File: config.mk
export PLATFORM = sky130hd
export DESIGN_NAME = i128alu_basic
export DESIGN_NICKNAME = d
export VERILOG_FILES = /design/src/hdl/int128_alu_top_macros.svh /design/src/hdl/i128alu_pkg.sv /design/src/hdl/i128alu_basic.sv
export SDC_FILE = /design/constraint.sdc
export NUM_CORES = 2
export LEC_CHECK = 0
export ABC_AREA = 0
export BUFFER_PORTS_ARGS = -buffer_cell sky130_fd_sc_hd__buf_4
export CORE_MARGIN = 2
export CORE_UTILIZATION = 40
export DETAILED_ROUTE_END_ITERATION = 6
export PLACE_DENSITY = 0.6
export REMOVE_ABC_BUFFERS = 1
export SLEW_MARGIN = 10
export SYNTH_ARGS = -nofsm -noshare
export SYNTH_HDL_FRONTEND = slang
export SYNTH_SLANG_ARGS = --single-unit
File: constraint.sdc
create_clock -name vclk -period 9.64
set_clock_uncertainty 0.1 [all_clocks]
set_input_delay 1.446 -clock vclk [all_inputs]
set_output_delay 1.446 -clock vclk [all_outputs]
set_load 0.01 [all_outputs]
File: src/hdl/int128_alu_top_macros.svh
// assertion helpers used by the int128 alu top
`ifndef INT128_ALU_TOP_MACROS_SVH
`define INT128_ALU_TOP_MACROS_SVH

// same-cycle implication, checked outside reset
`define I128_ASSERT_IMP(lbl, clk_s, rst_s, ante, cons) \
    lbl: assert property (@(posedge clk_s) disable iff (!rst_s) (ante) |-> (cons)) \
        else $error("int128_alu: same-cycle check failed");

// next-cycle implication, checked outside reset
`define I128_ASSERT_NXT(lbl, clk_s, rst_s, ante, cons) \
    lbl: assert property (@(posedge clk_s) disable iff (!rst_s) (ante) |=> (cons)) \
        else $error("int128_alu: next-cycle check failed");

`endif

File: src/hdl/i128alu_pkg.sv
`default_nettype none
package i128alu_pkg;

    localparam int WORD_W = 64;
    localparam int LIMB_W = 32;
    localparam int QUAD_W = 2 * WORD_W;
    localparam int KIND_W = 4;
    localparam int SHAMT_W = $clog2(QUAD_W);

    typedef logic [LIMB_W-1:0] limb_t;
    typedef logic [WORD_W-1:0] word_t;
    typedef logic [QUAD_W-1:0] quad_t;
    typedef logic [KIND_W-1:0] kind_bits_t;

    typedef enum logic [KIND_W-1:0] {
        KIND_ADD  = 4'd0,
        KIND_SUB  = 4'd1,
        KIND_NEG  = 4'd2,
        KIND_MUL  = 4'd3,
        KIND_AND  = 4'd4,
        KIND_OR   = 4'd5,
        KIND_XOR  = 4'd6,
        KIND_SHL  = 4'd7,
        KIND_SHR  = 4'd8,
        KIND_SAR  = 4'd9,
        KIND_SEXT = 4'd10
    } kind_t;

    // load enables of the two middle pipeline stages
    typedef struct packed {
        logic s1;
        logic s2;
    } pipe_en_t;

endpackage
`default_nettype wire

File: src/hdl/i128alu_basic.sv
`default_nettype none
module i128alu_basic (
    input  wire i128alu_pkg::kind_bits_t kind,
    input  wire i128alu_pkg::quad_t      a,
    input  wire i128alu_pkg::quad_t      b,
    output i128alu_pkg::quad_t           result
);
    import i128alu_pkg::*;

    logic                 shift_big;
    logic [SHAMT_W-1:0]   shamt;
    quad_t                shl_val;
    quad_t                shr_val;
    quad_t                sar_val;

    // shift amount comes from the low word of b; 128 or more saturates
    assign shift_big = |b[WORD_W-1:SHAMT_W];
    assign shamt     = b[SHAMT_W-1:0];

    assign shl_val = shift_big ? '0 : (a << shamt);
    assign shr_val = shift_big ? '0 : (a >> shamt);
    assign sar_val = shift_big ? {QUAD_W{a[QUAD_W-1]}}
                               : quad_t'($signed(a) >>> shamt);

    // everything except the multiply, in one pass
    always_comb
    begin
        case (kind_t'(kind))
            KIND_ADD:  result = a + b;
            KIND_SUB:  result = a - b;
            KIND_NEG:  result = '0 - a;
            KIND_AND:  result = a & b;
            KIND_OR:   result = a | b;
            KIND_XOR:  result = a ^ b;
            KIND_SHL:  result = shl_val;
            KIND_SHR:  result = shr_val;
            KIND_SAR:  result = sar_val;
            KIND_SEXT: result = {{WORD_W{a[WORD_W-1]}}, a[WORD_W-1:0]};
            default:   result = '0;
        endcase
    end
endmodule
`default_nettype wire

==> results.json <==
{
  "tightestPinTransition_ns": 1.41,
  "cts_hold_buffers": 0,
  "cp.arrival_ns": 8.00,
  "wl_per_cell_um": 37.8,
  "grt_pass1_wl_um": 419000,
  "ys_seq_area_share_pct": 0,
  "rows": 120,
  "syn-cell-area_um2": 42800,
  "fmaxAchievable_mhz": 105,
  "hold_class": "in -> out",
  "period_needed_ns": 9.55,
  "yosysTopAreaCell": "mux4_2",
  "yosysTopAreaCellShare_pct": 14.0,
  "ys_top_cells_by_count": "nor2_1 (989), a21oi_1 (563), nand2_1 (518)",
  "finalHoldViolations": 0,
  "yosysWarnings": 0,
  "violations": "design-rule violations",
  "post_drt_via_cell_ratio": 7.15,
  "io_buffers": 388,
  "synthMostInstantiatedCell": "nor2_1",
  "area_growth_pct": 17.7,
  "seq_cells": 0,
  "crit_path_end_kind": "output port",
  "globalplace.congestion": 1.14,
  "postSynthCellCount": 6298,
  "required_ns": 8.09,
  "drv_cap": 0,
  "yosysUniqueCellTypes": 92,
  "rsz0062_at_grt": "true",
  "cpMaxStageDelayCell": "or4_1",
  "regArea_um2": 0,
  "crit_path_start_kind": "input port",
  "clkbuf_count": 0,
  "gr-total-overflow": 0,
  "crit_type": "in -> out",
  "synth_area_per_cell_um2": 6.80,
  "dieArea_um2": 110000,
  "setup_violations": 0,
  "drc": 7,
  "final-max-slew-violation-count": 0,
  "grt_pass1_vias": 53000,
  "final_util_pct": 47.3,
  "drive_gt1_share_pct": 21.7,
  "routed_wl_um": 307000,
  "period_share_pct": 99.0,
  "critPathMostFrequentCell": "buf_4",
  "drt-pass1-iter-count": 7,
  "initial_core_util_pct": 40.2,
  "hold_depth": 5,
  "path_max_fanout": 5,
  "grt_max_degree": 140,
  "cpPeakStageDelay_ns": 0.56,
  "die_h_um": 331,
  "track_usage_pct": 53.0,
  "status": "finished, violations left",
  "die_width_um": 331,
  "ios": 388,
  "slew_headroom_pct": 4.91,
  "synth.area.top_cells": "mux4_2 (14%), ha_1 (11%), nor2_1 (8.7%)",
  "core-area_um2": 107000,
  "dp_hpwl_um": 249000,
  "dr_total_vias": 58000,
  "route.antenna.remaining_nets": 0,
  "nNetsFinal": 7350,
  "drtIter0Drc": 9587,
  "antenna_found_initial": 30
}
[layout by cell type (no fill, tap or decap), types with 73 or more instances in the layout]
cell,instances
a22oi_1,73
nand2_1,512
nor2_1,981
o21ai_0,415
o211ai_1,97
mux4_2,266
xnor2_1,311
inv_1,292
mux2i_1,310
a211oi_1,92
a221oi_1,82
nand3_1,92
ha_1,386
a21oi_1,558
buf_4,961
nor3_1,147
mux2_2,83
nand4_1,92
a21o_1,84
[critical path, delay by kind of cell]
| family | cells | cell delay, ns |
|---|---|---|
| and+or+nand+nor | 12 | 3.27 |
| buffers and inverters | 9 | 1.43 |
| adders and majority gates | 1 | 0.30 |
| xor gates and xnor gates | 2 | 0.29 |
| AOI/OAI and AO/OA | 5 | 1.20 |
[repair_timing]
item                       4_1_cts  5_1_grt
setup buffers                    3        0
pin swaps                        5        7
setup endpoints to repair       14       39
resized for setup               18       49
[layer usage]
metal / routed length (µm) / track usage (%) / vias up
li1: - / - / 24100
met5: 157 / 0 / -
met2: 120000 / 73.5 / 4845
met4: 26100 / 35.7 / 26
met1: 116000 / 67.2 / 28000
met3: 45400 / 21.0 / 1038
[per-stage QoR]
stage          setup WS [ns]  area, µm²  setup TNS [ns]  hold WS [ns]  instances
3_3_place_gp          -0.685      50100           -4.86          3.33       8101
6_report              0.0921      50400               0          3.35       8118
5_1_grt              -0.0586      50400          -0.135          3.35       8105
2_1_floorplan          -2.08      40600         -174.95          2.97       5717
3_5_place_dp          -0.686      50100           -4.35          3.33       8101
4_1_cts             0.000896      50200               0          3.33       8104
[kinds of logic after synthesis]
family          count (synthesis)  synth area share [%]
mux                           660                  23.4
simple gates                 2146                  22.3
xor+xnor                      347                  7.09
compound gates               1878                  27.9
buf+inv                       880                  7.91
fa+ha+maj                     387                  11.3
[final timing paths]
path                  start          end
worst max-delay path   b[1]  result[106]
worst min-delay path  b[12]   result[12]
[cell type report]
| type | instances | area (µm²) |
|---|---|---|
| Antenna cell | 14 | 35.0 |
| Fill cell | 11100 | 56200 |
| Inverter | 299 | 1140 |
| Multi-Input combinational cell | 5418 | 39900 |
| Tap cell | 1403 | 1760 |
| Timing Repair Buffer | 984 | 7620 |
